<file path="config.mk">
export PLATFORM = sky130hd
export DESIGN_NAME = dual_multiply_scramble_hash_unit
export DESIGN_NICKNAME = d
export VERILOG_FILES = /design/src/hdl/dmsh_pkg.sv /design/src/hdl/dmsh_seq.sv /design/src/hdl/dmsh_dp.sv /design/src/hdl/dual_multiply_scramble_hash_unit.sv
export SDC_FILE = /design/constraint.sdc
export NUM_CORES = 2
export LEC_CHECK = 0
export BUFFER_PORTS_ARGS = -buffer_cell sky130_fd_sc_hd__clkbuf_2
export CAP_MARGIN = 5
export CORE_ASPECT_RATIO = 0.7
export CORE_UTILIZATION = 55
export CTS_CLUSTER_DIAMETER = 60
export DETAILED_ROUTE_END_ITERATION = 16
export PLACE_DENSITY_LB_ADDON = 0.3
export RECOVER_POWER = 25
export SETUP_SLACK_MARGIN = 0.02
export SYNTH_ARGS = -nofsm -noshare
export SYNTH_HDL_FRONTEND = slang
export SYNTH_SLANG_ARGS = --single-unit
</file>
<file path="constraint.sdc">
create_clock -name aclk -period 25.7 [get_ports aclk]
set_input_delay 2.57 -clock aclk [delete_from_list [all_inputs] [get_ports aclk]]
set_output_delay 2.57 -clock aclk [all_outputs]
set_load 0.005 [all_outputs]
</file>
<file path="src/hdl/dmsh_pkg.sv">
`timescale 1ns / 1ps
`default_nettype none
package dmsh_pkg;

    localparam int WORD_W  = 32;
    localparam int STEP_W  = 5;

    // configuration register indexes
    localparam int CFG_IDX_W = 1;
    localparam logic [CFG_IDX_W-1:0] REG_MD5_FIRST  = 1'd0;
    localparam logic [CFG_IDX_W-1:0] REG_MD5_SECOND = 1'd1;

    // microinstruction kinds
    localparam logic [1:0] OP_MUL  = 2'd0;
    localparam logic [1:0] OP_WAIT = 2'd1;
    localparam logic [1:0] OP_MID  = 2'd2;
    localparam logic [1:0] OP_END  = 2'd3;

    // multiplier x operand
    localparam logic [2:0] X_RA      = 3'd0;
    localparam logic [2:0] X_SWAP_RA = 3'd1;
    localparam logic [2:0] X_RB      = 3'd2;
    localparam logic [2:0] X_SWAP_RB = 3'd3;
    localparam logic [2:0] X_RB_HI   = 3'd4;

    // multiplier y operand
    localparam logic Y_KEY   = 1'b0;
    localparam logic Y_TABLE = 1'b1;

    // constant tables
    localparam logic TAB_A = 1'b0;
    localparam logic TAB_B = 1'b1;

    // destination of the product
    localparam logic [1:0] D_RA = 2'd0;
    localparam logic [1:0] D_RB = 2'd1;
    localparam logic [1:0] D_RT = 2'd2;

    // addend to the product
    localparam logic [1:0] ADD_NONE = 2'd0;
    localparam logic [1:0] ADD_RT   = 2'd1;
    localparam logic [1:0] ADD_RB   = 2'd2;

    // program addresses
    localparam logic [STEP_W-1:0] STEP_WAIT = 5'd0;
    localparam logic [STEP_W-1:0] STEP_MID  = 5'd11;
    localparam logic [STEP_W-1:0] STEP_END  = 5'd22;

    typedef struct packed {
        logic [1:0]        op;
        logic              row;
        logic [2:0]        xsel;
        logic              ysel;
        logic              tab;
        logic [1:0]        kidx;
        logic [1:0]        dst;
        logic [1:0]        addsel;
        logic              jump;
        logic [STEP_W-1:0] target;
    } cw_t;

    typedef struct packed {
        cw_t  cw;
        logic adv;
    } ctrl_t;

    typedef struct packed {
        logic last;
        logic out_busy;
    } status_t;

    function automatic logic [WORD_W-1:0] scr_const(input logic tab, input logic row,
                                                    input logic [1:0] k);
        logic [WORD_W-1:0] c;
        case ({tab, row, k})
            4'b0000: c = 32'hCF98B111;
            4'b0001: c = 32'h87085B9F;
            4'b0010: c = 32'h12CEB96D;
            4'b0011: c = 32'h257E1D83;
            4'b0100: c = 32'hA27416F5;
            4'b0101: c = 32'hD38396FF;
            4'b0110: c = 32'h7C932B89;
            4'b0111: c = 32'hBFA49F69;
            4'b1000: c = 32'hEF0569FB;
            4'b1001: c = 32'h689B6B9F;
            4'b1010: c = 32'h79F8A395;
            4'b1011: c = 32'hC3EFEA97;
            4'b1100: c = 32'hC31713DB;
            4'b1101: c = 32'hDDCD1F0F;
            4'b1110: c = 32'h59C3AF2D;
            4'b1111: c = 32'h35BD1EC9;
            default: c = '0;
        endcase
        return c;
    endfunction

    // Program: wait/load, ten multiplies for the even word, commit/load,
    // ten multiplies for the odd word, commit/emit and jump back.
    function automatic cw_t ucode(input logic [STEP_W-1:0] step);
        cw_t               cw;
        logic [STEP_W-1:0] slot;
        cw        = '0;
        cw.op     = OP_MUL;
        cw.xsel   = X_RA;
        cw.ysel   = Y_KEY;
        cw.tab    = TAB_A;
        cw.dst    = D_RT;
        cw.addsel = ADD_NONE;
        cw.target = STEP_WAIT;
        slot      = '0;
        if (step == STEP_WAIT) begin
            cw.op = OP_WAIT;
        end else if (step == STEP_MID) begin
            cw.op  = OP_MID;
            cw.row = 1'b1;
        end else if (step == STEP_END) begin
            cw.op   = OP_END;
            cw.row  = 1'b1;
            cw.jump = 1'b1;
        end else begin
            if (step > STEP_MID) begin
                cw.row = 1'b1;
                slot   = step - STEP_MID - 5'd1;
            end else begin
                slot   = step - STEP_WAIT - 5'd1;
            end
            case (slot)
                5'd0: begin
                    cw.xsel = X_RA;      cw.ysel = Y_KEY;   cw.dst = D_RA;
                end
                5'd1: begin
                    cw.xsel = X_SWAP_RA; cw.ysel = Y_TABLE; cw.tab = TAB_A;
                    cw.kidx = 2'd0;      cw.dst  = D_RA;
                end
                5'd2: begin
                    cw.xsel = X_SWAP_RA; cw.ysel = Y_TABLE; cw.tab = TAB_A;
                    cw.kidx = 2'd1;      cw.dst  = D_RA;
                end
                5'd3: begin
                    cw.xsel = X_SWAP_RA; cw.ysel = Y_TABLE; cw.tab = TAB_A;
                    cw.kidx = 2'd2;      cw.dst  = D_RA;
                end
                5'd4: begin
                    cw.xsel = X_SWAP_RA; cw.ysel = Y_TABLE; cw.tab = TAB_A;
                    cw.kidx = 2'd3;      cw.dst  = D_RA;
                end
                5'd5: begin
                    cw.xsel = X_SWAP_RB; cw.ysel = Y_TABLE; cw.tab = TAB_B;
                    cw.kidx = 2'd0;      cw.dst  = D_RT;
                end
                5'd6: begin
                    cw.xsel = X_RB;      cw.ysel = Y_KEY;
                    cw.dst  = D_RB;      cw.addsel = ADD_RT;
                end
                5'd7: begin
                    cw.xsel = X_RB_HI;   cw.ysel = Y_TABLE; cw.tab = TAB_B;
                    cw.kidx = 2'd1;      cw.dst  = D_RT;
                end
                5'd8: begin
                    cw.xsel = X_RB;      cw.ysel = Y_TABLE; cw.tab = TAB_B;
                    cw.kidx = 2'd2;      cw.dst  = D_RB;    cw.addsel = ADD_RT;
                end
                5'd9: begin
                    cw.xsel = X_SWAP_RB; cw.ysel = Y_TABLE; cw.tab = TAB_B;
                    cw.kidx = 2'd3;      cw.dst  = D_RB;    cw.addsel = ADD_RB;
                end
                default: begin
                    // unused addresses: harmless scratch write, return to wait
                    cw.jump = 1'b1;
                end
            endcase
        end
        return cw;
    endfunction

endpackage
`default_nettype wire

</file>
<file path="src/hdl/dmsh_seq.sv">
`timescale 1ns / 1ps
`default_nettype none
module dmsh_seq (
    input  wire logic            aclk,
    input  wire logic            aresetn,
    input  wire logic            s_tvalid,
    output logic                 s_tready,
    input  wire dmsh_pkg::status_t status,
    output dmsh_pkg::ctrl_t      ctrl
);
    import dmsh_pkg::*;

    logic [STEP_W-1:0] step_reg;
    logic [STEP_W-1:0] step_next;
    cw_t               cw;
    logic              adv;

    assign cw = ucode(step_reg);

    // hold on the wait step without a request, and on the final step of a last block
    // while an earlier result is still not taken
    always_comb begin
        case (cw.op)
            OP_WAIT: adv = s_tvalid;
            OP_END:  adv = !(status.last && status.out_busy);
            default: adv = 1'b1;
        endcase
    end

    always_comb begin
        step_next = step_reg;
        if (adv) begin
            step_next = cw.jump ? cw.target : step_reg + 5'd1;
        end
    end

    always_ff @(posedge aclk) begin
        if (!aresetn) begin
            step_reg <= STEP_WAIT;
        end else begin
            step_reg <= step_next;
        end
    end

    assign s_tready = (cw.op == OP_WAIT);
    assign ctrl.cw  = cw;
    assign ctrl.adv = adv;

endmodule
`default_nettype wire

</file>
<file path="src/hdl/dmsh_dp.sv">
`timescale 1ns / 1ps
`default_nettype none
module dmsh_dp (
    input  wire logic                              aclk,
    input  wire logic                              aresetn,
    input  wire logic                              cfg_wr_en,
    input  wire logic [dmsh_pkg::CFG_IDX_W-1:0]    cfg_index,
    input  wire logic [dmsh_pkg::WORD_W-1:0]       cfg_wdata,
    input  wire logic [dmsh_pkg::WORD_W-1:0]       in_word_even,
    input  wire logic [dmsh_pkg::WORD_W-1:0]       in_word_odd,
    input  wire logic                              in_last,
    input  wire dmsh_pkg::ctrl_t                   ctrl,
    output dmsh_pkg::status_t                      status,
    output logic                                   m_tvalid,
    input  wire logic                              m_tready,
    output logic [dmsh_pkg::WORD_W-1:0]            out_hash_first,
    output logic [dmsh_pkg::WORD_W-1:0]            out_hash_second
);
    import dmsh_pkg::*;

    logic [WORD_W-1:0] md5_first_reg, md5_second_reg;
    logic [WORD_W-1:0] wo_reg;
    logic              last_reg;
    logic [WORD_W-1:0] ra_reg, rb_reg, rt_reg;
    logic [WORD_W-1:0] chk_a_reg, chk_a_next, chk_b_reg, chk_b_next;
    logic [WORD_W-1:0] tot_a_reg, tot_a_next, tot_b_reg, tot_b_next;
    logic [WORD_W-1:0] hash1_reg, hash2_reg;
    logic              m_tvalid_reg, m_tvalid_next;

    logic [WORD_W-1:0]   key, x_op, y_op, addend, mul_res;
    logic [2*WORD_W-1:0] mul_full;
    logic [WORD_W-1:0]   sum_a, sum_b;

    assign key = (ctrl.cw.row ? md5_second_reg : md5_first_reg) | 32'd1;

    always_comb begin
        case (ctrl.cw.xsel)
            X_RA:      x_op = ra_reg;
            X_SWAP_RA: x_op = {ra_reg[15:0], ra_reg[31:16]};
            X_RB:      x_op = rb_reg;
            X_SWAP_RB: x_op = {rb_reg[15:0], rb_reg[31:16]};
            X_RB_HI:   x_op = {16'd0, rb_reg[31:16]};
            default:   x_op = ra_reg;
        endcase
    end

    assign y_op = (ctrl.cw.ysel == Y_TABLE) ?
                  scr_const(ctrl.cw.tab, ctrl.cw.row, ctrl.cw.kidx) : key;

    always_comb begin
        case (ctrl.cw.addsel)
            ADD_RT:  addend = rt_reg;
            ADD_RB:  addend = rb_reg;
            default: addend = '0;
        endcase
    end

    assign mul_full = x_op * y_op;
    assign mul_res  = mul_full[WORD_W-1:0] + addend;

    assign sum_a = tot_a_reg + ra_reg;
    assign sum_b = tot_b_reg + rb_reg;

    // commit of the scrambled words into checksums and totals, cleared at the end of a last block
    always_comb begin
        chk_a_next    = chk_a_reg;
        chk_b_next    = chk_b_reg;
        tot_a_next    = tot_a_reg;
        tot_b_next    = tot_b_reg;
        m_tvalid_next = m_tvalid_reg && !m_tready;
        if (ctrl.adv && (ctrl.cw.op == OP_MID || ctrl.cw.op == OP_END)) begin
            chk_a_next = ra_reg;
            chk_b_next = rb_reg;
            tot_a_next = sum_a;
            tot_b_next = sum_b;
            if (ctrl.cw.op == OP_END && last_reg) begin
                chk_a_next    = '0;
                chk_b_next    = '0;
                tot_a_next    = '0;
                tot_b_next    = '0;
                m_tvalid_next = 1'b1;
            end
        end
    end

    always_ff @(posedge aclk) begin
        if (!aresetn) begin
            md5_first_reg  <= '0;
            md5_second_reg <= '0;
            chk_a_reg      <= '0;
            chk_b_reg      <= '0;
            tot_a_reg      <= '0;
            tot_b_reg      <= '0;
            m_tvalid_reg   <= 1'b0;
            last_reg       <= 1'b0;
        end else begin
            if (cfg_wr_en) begin
                case (cfg_index)
                    REG_MD5_FIRST:  md5_first_reg  <= cfg_wdata;
                    REG_MD5_SECOND: md5_second_reg <= cfg_wdata;
                    default: ;
                endcase
            end
            chk_a_reg    <= chk_a_next;
            chk_b_reg    <= chk_b_next;
            tot_a_reg    <= tot_a_next;
            tot_b_reg    <= tot_b_next;
            m_tvalid_reg <= m_tvalid_next;
            if (ctrl.adv && ctrl.cw.op == OP_WAIT) begin
                last_reg <= in_last;
            end
        end
    end

    always_ff @(posedge aclk) begin
        if (ctrl.adv) begin
            case (ctrl.cw.op)
                OP_WAIT: begin
                    wo_reg <= in_word_odd;
                    ra_reg <= chk_a_reg + in_word_even;
                    rb_reg <= chk_b_reg + in_word_even;
                end
                OP_MID: begin
                    // checksums become ra/rb in this same step
                    ra_reg <= ra_reg + wo_reg;
                    rb_reg <= rb_reg + wo_reg;
                end
                OP_END: begin
                    if (last_reg) begin
                        hash1_reg <= ra_reg ^ rb_reg;
                        hash2_reg <= sum_a ^ sum_b;
                    end
                end
                default: begin
                    case (ctrl.cw.dst)
                        D_RA:    ra_reg <= mul_res;
                        D_RB:    rb_reg <= mul_res;
                        default: rt_reg <= mul_res;
                    endcase
                end
            endcase
        end
    end

    assign status.last     = last_reg;
    assign status.out_busy = m_tvalid_reg && !m_tready;
    assign m_tvalid        = m_tvalid_reg;
    assign out_hash_first  = hash1_reg;
    assign out_hash_second = hash2_reg;

endmodule
`default_nettype wire

</file>
<file path="src/hdl/dual_multiply_scramble_hash_unit.sv">
`timescale 1ns / 1ps
`default_nettype none
// A final block's hash and m_tvalid register at its end step. A block takes an accept step
// and 22 microcode steps, twenty sharing one 32x32 multiplier; no new block is accepted until
// they end. The end step of a final block holds while an earlier hash is not taken.
// Reset (aresetn low, synchronous) clears checksums, totals, md5 words, output valid and
// returns the sequencer to its wait step.
module dual_multiply_scramble_hash_unit (
    input  wire logic                           aclk,
    input  wire logic                           aresetn,
    input  wire logic                           cfg_wr_en,
    input  wire logic [dmsh_pkg::CFG_IDX_W-1:0] cfg_index,
    input  wire logic [31:0]                    cfg_wdata,
    input  wire logic                           s_tvalid,
    output logic                                s_tready,
    input  wire logic [63:0]                    s_tdata,   // word_even, word_odd
    input  wire logic                           s_tlast,   // last_block
    output logic                                m_tvalid,
    input  wire logic                           m_tready,
    output logic [63:0]                         m_tdata    // hash_word_first, hash_word_second
);
    import dmsh_pkg::*;

    ctrl_t   ctrl;
    status_t status;

    dmsh_seq u_seq (
        .aclk     (aclk),
        .aresetn  (aresetn),
        .s_tvalid (s_tvalid),
        .s_tready (s_tready),
        .status   (status),
        .ctrl     (ctrl)
    );

    dmsh_dp u_dp (
        .aclk            (aclk),
        .aresetn         (aresetn),
        .cfg_wr_en       (cfg_wr_en),
        .cfg_index       (cfg_index),
        .cfg_wdata       (cfg_wdata),
        .in_word_even    (s_tdata[31:0]),
        .in_word_odd     (s_tdata[63:32]),
        .in_last         (s_tlast),
        .ctrl            (ctrl),
        .status          (status),
        .m_tvalid        (m_tvalid),
        .m_tready        (m_tready),
        .out_hash_first  (m_tdata[31:0]),
        .out_hash_second (m_tdata[63:32])
    );

endmodule
`default_nettype wire

</file>
# ---- After elaboration in Yosys (flattened, before gate mapping)
# Memory sizes are Yosys's and may differ from the RTL's.
# Cells that the tools add are included.
dict set report word_totals {
  regBits 391
  rom_bits 496
  in_bits 103
  output_inout_bits 66
  wordCells 118
  mem_count 1
}
# name words word_bits read_ports rd_clocked_by_memory_dff write_ports line_no
set mem_list {}
lappend mem_list {{(name not given)} 16 31 1 0 0 dmsh_pkg.sv:75} ;# case ({tab, row, k})
dict set report op_classes {
  n_addsub 11
  n_mul 1
  order_cmp 1
  eq_ne 21
  n_mux 34
  bitwise 6
  reduce_logical 28
}
# operator n
set op_table {}
lappend op_table {{32-bit two-way mux} 8}
lappend op_table {{32-bit adder} 7}
lappend op_table {{32-bit case mux with 3 select lines} 2}
lappend op_table {{32-bit case mux with 4 select lines} 1}
lappend op_table {{32-bit case mux with 2 select lines} 1}
lappend op_table {{32-bit XOR} 2}
lappend op_table {{32-bit by 32-bit multiplier with 32-bit output} 1}
lappend op_table {{5-bit two-way mux} 5}
lappend op_table {{3-bit case mux with 7 select lines} 1}
lappend op_table {{5-bit by 3-bit equality test with 1-bit output (second input constant)} 4}
lappend op_table {{4-bit case mux with 5 select lines} 1}
lappend op_table {{5-bit by 4-bit equality test with 1-bit output (second input constant)} 3}
lappend op_table {{13-bit two-way mux} 1}
lappend op_table {{12-bit two-way mux} 1}
lappend op_table {{3-bit AND reduction} 4}
lappend op_table {{11-bit two-way mux} 1}
lappend op_table {{5-bit by 2-bit equality test with 1-bit output (second input constant)} 2}
lappend op_table {{5-bit logical NOT} 2}
lappend op_table {{10-bit OR reduction} 1}
lappend op_table {{5-bit by 1-bit subtractor with 5-bit output (second input constant)} 2}
lappend op_table {{2-bit case mux with 2 select lines} 2}
lappend op_table {{2-bit by 1-bit equality test with 1-bit output (second input constant)} 3}
lappend op_table {{2-bit equality test (second input constant)} 3}
lappend op_table {{3-bit by 2-bit equality test with 1-bit output (second input constant)} 2}
lappend op_table {{other kinds (22)} 42}

# ---- Depth between registers and ports, before layout
dict set report depth {
  ltp_word 18
  ltp_mapped 47
}

# ---- Hierarchy
# From an unflattened synthesis, not the netlist that was laid out.
dict set report hier_totals {
  cells_unflattened 4828
  hier_area_um2 43451.7
}
# mod n_inst cells_per_inst area_per_inst_um2 seq_area_each_um2
set by_module_without_submodules {}
lappend by_module_without_submodules {dmsh_dp 1 4677 42363.1 9609.2}
lappend by_module_without_submodules {dmsh_seq 1 151 1088.5 100.1}

# ---- Worst setup path after synthesis
# Ideal clock, no wire load.
dict set report synth_path {
  path_kind {flip-flop to flip-flop}
  from {reg u_seq.step_reg[0]}
  to {reg u_dp.rb_reg[30] (data pin)}
  setup_ns 0.261
  t_arrival_ns 10.623
  setup_slack_ns 14.817
  path_stages_with_launch 45
  n_path_buf 4
  cell_sequence {dfxtp_1 -> buf_2 -> inv_1 -> ha_1 -> or2_2 -> a211oi_1 -> or2_2 -> a21oi_1 -> o32ai_2 -> inv_1 -> ha_1 -> clkbuf_1 -> nand2_1 -> o22ai_1 -> nor3_1 -> a21o_1 -> clkbuf_1 -> buf_1 -> [9 not listed] -> fa_1 -> inv_1 -> fa_1 -> fa_1 -> fa_1 -> inv_1 -> ha_1 -> or2_2 -> nor2_1 -> inv_1 -> a2111oi_0 -> o31ai_1 -> a211oi_1 -> nor2_1 -> o21a_1 -> nor2_1 -> xnor2_1 -> a221o_1}
}
dict set report synth_via {
  elab_chain_cells 18
}
# element line_no
set synth_lines {}
lappend synth_lines {{from (decl)} dmsh_seq.sv:13} ;# logic [STEP_W-1:0] step_reg;
lappend synth_lines {{from (signal assigned)} dmsh_seq.sv:41} ;# step_reg <= step_next;
lappend synth_lines {{5-bit by 4-bit subtractor with 5-bit output} dmsh_pkg.sv:123} ;# slot = step - STEP_MID - 5'd1;
lappend synth_lines {{5-bit by 1-bit subtractor with 5-bit output} dmsh_pkg.sv:123}
lappend synth_lines {{5-bit two-way mux} dmsh_pkg.sv:121} ;# if (step > STEP_MID) begin
lappend synth_lines {{5-bit two-way mux} dmsh_pkg.sv:116} ;# end else if (step == STEP_END) begin
lappend synth_lines {{5-bit two-way mux} dmsh_pkg.sv:113} ;# end else if (step == STEP_MID) begin
lappend synth_lines {{5-bit two-way mux} dmsh_pkg.sv:111} ;# if (step == STEP_WAIT) begin
lappend synth_lines {{5-bit by 1-bit equality test with 1-bit output, or another cell as far along} dmsh_pkg.sv:127} ;# case (slot)
lappend synth_lines {{4-bit OR reduction (no line) or 2-bit OR reduction (tied branches)} --}
lappend synth_lines {{4-bit case mux with 5 select lines} dmsh_pkg.sv:127}
lappend synth_lines {{11-bit two-way mux} dmsh_pkg.sv:116}
lappend synth_lines {{12-bit two-way mux} dmsh_pkg.sv:113}
lappend synth_lines {{13-bit two-way mux *} dmsh_pkg.sv:111}
lappend synth_lines {{parallel branches: the longest is 3 deep, another holds 32-bit by 32-bit multiplier with 32-bit output} --}
lappend synth_lines {{32-bit adder *} dmsh_dp.sv:59} ;# assign mul_res = mul_full[WORD_W-1:0] + addend;
lappend synth_lines {{net u_dp.mul_res[30]} dmsh_dp.sv:30} ;# logic [WORD_W-1:0] key, x_op, y_op, addend, mul_res;
lappend synth_lines {{32-bit two-way mux *} dmsh_dp.sv:135} ;# case (ctrl.cw.dst)
lappend synth_lines {{32-bit case mux with 3 select lines *} dmsh_dp.sv:117} ;# case (ctrl.cw.op)
lappend synth_lines {{to (signal assigned)} dmsh_dp.sv:121} ;# rb_reg <= chk_b_reg + in_word_even;
lappend synth_lines {{to (signal assigned)} dmsh_dp.sv:126} ;# rb_reg <= rb_reg + wo_reg;
lappend synth_lines {{to (signal assigned)} dmsh_dp.sv:137} ;# D_RB: rb_reg <= mul_res;
lappend synth_lines {{to (decl)} dmsh_dp.sv:24} ;# logic [WORD_W-1:0] ra_reg, rb_reg, rt_reg;
# Mark *: on every way through the listed nets, which the timed path passes. The select of a mux whose other input is x is not followed.
# A chain may end at the register's enable or synchronous reset.

# ---- Worst setup path in the final report
dict set report layout_path {
  from {reg u_seq.step_reg[2]}
  to {reg u_dp.ra_reg[31] (data pin)}
}
dict set report layout_via {
  elab_chain_cells 18
}
# element line_no
set layout_lines {}
lappend layout_lines {{parallel branches: the longest is 17 deep, another holds memory 16 x 31 bit} --}
lappend layout_lines {{32-bit case mux with 3 select lines *} dmsh_dp.sv:117}
lappend layout_lines {{to (signal assigned)} dmsh_dp.sv:120} ;# ra_reg <= chk_a_reg + in_word_even;
lappend layout_lines {{to (signal assigned)} dmsh_dp.sv:125} ;# ra_reg <= ra_reg + wo_reg;
lappend layout_lines {{to (signal assigned)} dmsh_dp.sv:136} ;# D_RA: ra_reg <= mul_res;
lappend layout_lines {{to (decl)} dmsh_dp.sv:24}
# Mark *: on every way between the ends. The select of a mux whose other input is x is not followed.

==> flow_metrics.env <==
export IMPL_final_cells=5841
export IMPL_setup_viol=0
export IMPL_crit_path_start_kind="flop"
export IMPL_grt_start_max_net_pins=102
export IMPL_yosys_area_top_type_share_pct=21.0
export IMPL_r2r_start="u_seq.step_reg[2]$_SDFFE_PN0P_"
export IMPL_cts_tree="yes"
export IMPL_dr_pass1_iters=11
export IMPL_drtAntennaViolNets=0
export IMPL_tightest_slew_ps=3740
export IMPL_io_pins=169
export IMPL_endpoint_kind="flop"
export IMPL_hold_class="reg -> reg"
export IMPL_postSynthCellCount=4708
export IMPL_rrSetupSlack_ps=12510
export IMPL_die_y_um=234
export IMPL_grt_usage_pct=35.0
export IMPL_port_buffers=167
export IMPL_htree_levels=2
export IMPL_status="finished, violations left"
export IMPL_first_iter_violations=4290
export IMPL_final_cell_mix="inv_1 (601), nand2_1 (493), nor2_1 (454)"
export IMPL_num_vias=35873
export IMPL_mostFrequentLayoutCell="inv_1"
export IMPL_postSynth_asyncResetShare_pct=0
export IMPL_synthDistinctLibCells=97
export IMPL_arrival_ps=13520
export IMPL_grt_pass1_vias=34714
export IMPL_wirelength_um=136000
export IMPL_synthFlopType="dfxtp_1"
export IMPL_syn_num_nets=5587
export IMPL_finClkSkew_ps=34.3
export IMPL_ys_seq_area_share_pct=23.0
export IMPL_grt_first_pass_wirelength_um=207000
export IMPL_ys_seq_elements=389
export IMPL_final_nets=5695
export IMPL_cts_hold_fix_buffers=0
export IMPL_vias_per_cell=6.14
export IMPL_ctsRootBufferMaster="clkbuf_16"
export IMPL_wl_per_cell_um=23.3
export IMPL_start_util_pct=55.9
export IMPL_clk_pin_slew_ps=60
export IMPL_syn2layout_area_growth_pct=8.28
export IMPL_min_path_cells=2
export IMPL_fill_cells=6525
export IMPL_grt_antenna_before_repair=1
export IMPL_cts_buffer_depth=3
export IMPL_syn_avg_cell_area_um2=8.98
export IMPL_fin_crit_sh_pct=51.3
export IMPL_cts_resized=0
export IMPL_path_max_fanout=17
export IMPL_gp_congestion=1.02
export IMPL_hold_start="u_dp.md5_first_reg[3]$_SDFFE_PN0P_"
export IMPL_drive_gt1_share_pct=8.74
export IMPL_ff2ff_path_depth=38
export IMPL_required_ps=26020
export IMPL_hold_end="u_dp.md5_first_reg[3]$_SDFFE_PN0P_"
export IMPL_postCtsSetupBuffers=0
export IMPL_cts_sinks=389
export IMPL_relSlewSlack_pct=-149
export IMPL_drv_cap=1
export IMPL_dpl_cell_area_mm2=0.0444
export IMPL_crit_top_cell="fa_1"
export IMPL_dp_hpwl_um=103000
export IMPL_drc=0
export IMPL_worstSkewPairLatency_ps=610
export IMPL_dieArea_mm2=0.0780
export IMPL_core_mm2=0.0756
export IMPL_fin_util_pct=60.6
export IMPL_finalCriticalPeriod_ps=13190
export IMPL_drv_slew=102
export IMPL_netlist_area_mm2=0.0423
export IMPL_stdcell_area_mm2=0.0458
export IMPL_ys_top_cells_by_area="fa_1 (21%), edfxtp_1 (14%), ha_1 (9.9%)"
export IMPL_rsz0062_at_grt="false"
export IMPL_cp_slowest_cell="dfxtp_1"
export IMPL_num_rows=84
export IMPL_synth_edf_count=192
export IMPL_violations="capacitance limit, slew limit"
export IMPL_synth_top_area_cell="fa_1"
export IMPL_finalSetupTns_ps=0
export IMPL_yosys_warnings=0
export IMPL_gr_total_overflow=0
export IMPL_dp_cells=5760
export IMPL_die_w_um=333
export IMPL_max_clock_freq_mhz=75.8
export IMPL_r2r_end="u_dp.ra_reg[31]$_DFFE_PP_"
export IMPL_max_stage_delay_ps=710
export IMPL_cts_buffers=43
export IMPL_criticalPathCategory="reg -> reg"
export IMPL_hold_viol_final=0
## per-stage QoR
| stage | hold WS, ps | worst slack (ps) |
|---|---|---|
| 2_1_floorplan | 438 | 14820 |
| 3_3_place_gp | 448 | 13120 |
| 3_5_place_dp | 458 | 13040 |
| 4_1_cts | 467 | 12940 |
| 5_1_grt | 488 | 11950 |
| 6_report | 466 | 12510 |
## layer usage
layer | wire length (um) | GRT usage, % | vias to the layer above
met3 | 22000 | 14.6 | 314
met5 | 243 | 1.46 | -
met4 | 4090 | 9.59 | 5
met1 | 56600 | 49.6 | 17392
li1 | - | - | 15996
met2 | 53400 | 48.6 | 2166
## cell type report
class,count,area [um2],share of cell area [%]
Inverter,610,2290,5.00
Clock buffer,55,1160,2.54
Timing Repair Buffer,265,1510,3.31
Sequential cell,389,9710,21.2
Clock inverter,25,224,0.489
Antenna cell,1,2.50,0.00547
Multi-Input combinational cell,3507,29600,64.7
Tap cell,989,1240,2.70
## cells in the mapped netlist, drive strengths merged, types with 23 or more instances
| master | count |
|---|---|
| a22oi | 171 |
| or2 | 39 |
| dfxtp | 197 |
| a221oi | 55 |
| a211oi | 25 |
| a21oi | 235 |
| fa | 443 |
| nand2b | 42 |
| and3 | 23 |
| ha | 333 |
| nand2 | 495 |
| edfxtp | 192 |
| a21boi | 71 |
| and2 | 32 |
| o21bai | 51 |
| nor2b | 144 |
| nor2 | 455 |
| clkbuf | 158 |
| xnor2 | 204 |
| nor3 | 27 |
| nand3 | 71 |
| o21ai | 122 |
| a21o | 71 |
| inv | 606 |
| a31oi | 33 |
| o21a | 45 |
| xor2 | 103 |
| buf | 44 |
## cells by family (layout without fill, tap and decap cells)
kind of cell               after synthesis  after routing  synth area share (%)
adders and majority gates              776            776                  30.8
and+or+nand+nor                       1369           1369                  14.5
buffers and inverters                  812            955                  7.40
DFF                                    389            389                  23.0
xor gates and xnor gates               314            314                  6.74
other                                    0              1                     0
AOI/OAI and AO/OA                     1018           1018                  16.9
muxes                                   30             30                 0.737
## worst max-delay path, delay by kind of cell (launching register included)
kind	cells	cell delay (ps)
AND/OR/NAND/NOR	5	1540
adder cells (fa/ha/maj)	11	4960
buffers and inverters	7	890
flip-flops	1	710
multiplexers	1	300
AO/OA/AOI/OAI	13	4090
XOR/XNOR	1	370
## worst max-delay path by stage
stage | from | end | slack [ps] | depth (start not counted)
global route | u_seq.step_reg[2]$_SDFFE_PN0P_ | u_dp.ra_reg[31]$_DFFE_PP_ | 11950 | 40
global placement | u_seq.step_reg[2]$_SDFFE_PN0P_ | u_dp.ra_reg[31]$_DFFE_PP_ | 13120 | 37
floorplan | u_seq.step_reg[0]$_SDFFE_PN0P_ | u_dp.rb_reg[30]$_DFFE_PP_ | 14820 | 44
CTS | u_seq.step_reg[2]$_SDFFE_PN0P_ | u_dp.ra_reg[31]$_DFFE_PP_ | 12940 | 42
detailed placement | u_seq.step_reg[2]$_SDFFE_PN0P_ | u_dp.ra_reg[31]$_DFFE_PP_ | 13040 | 39
finish | u_seq.step_reg[2]$_SDFFE_PN0P_ | u_dp.ra_reg[31]$_DFFE_PP_ | 12510 | 38
Power is not shown: default switching activity piles up to over one toggle a cycle in this logic, so the estimate is an artifact.
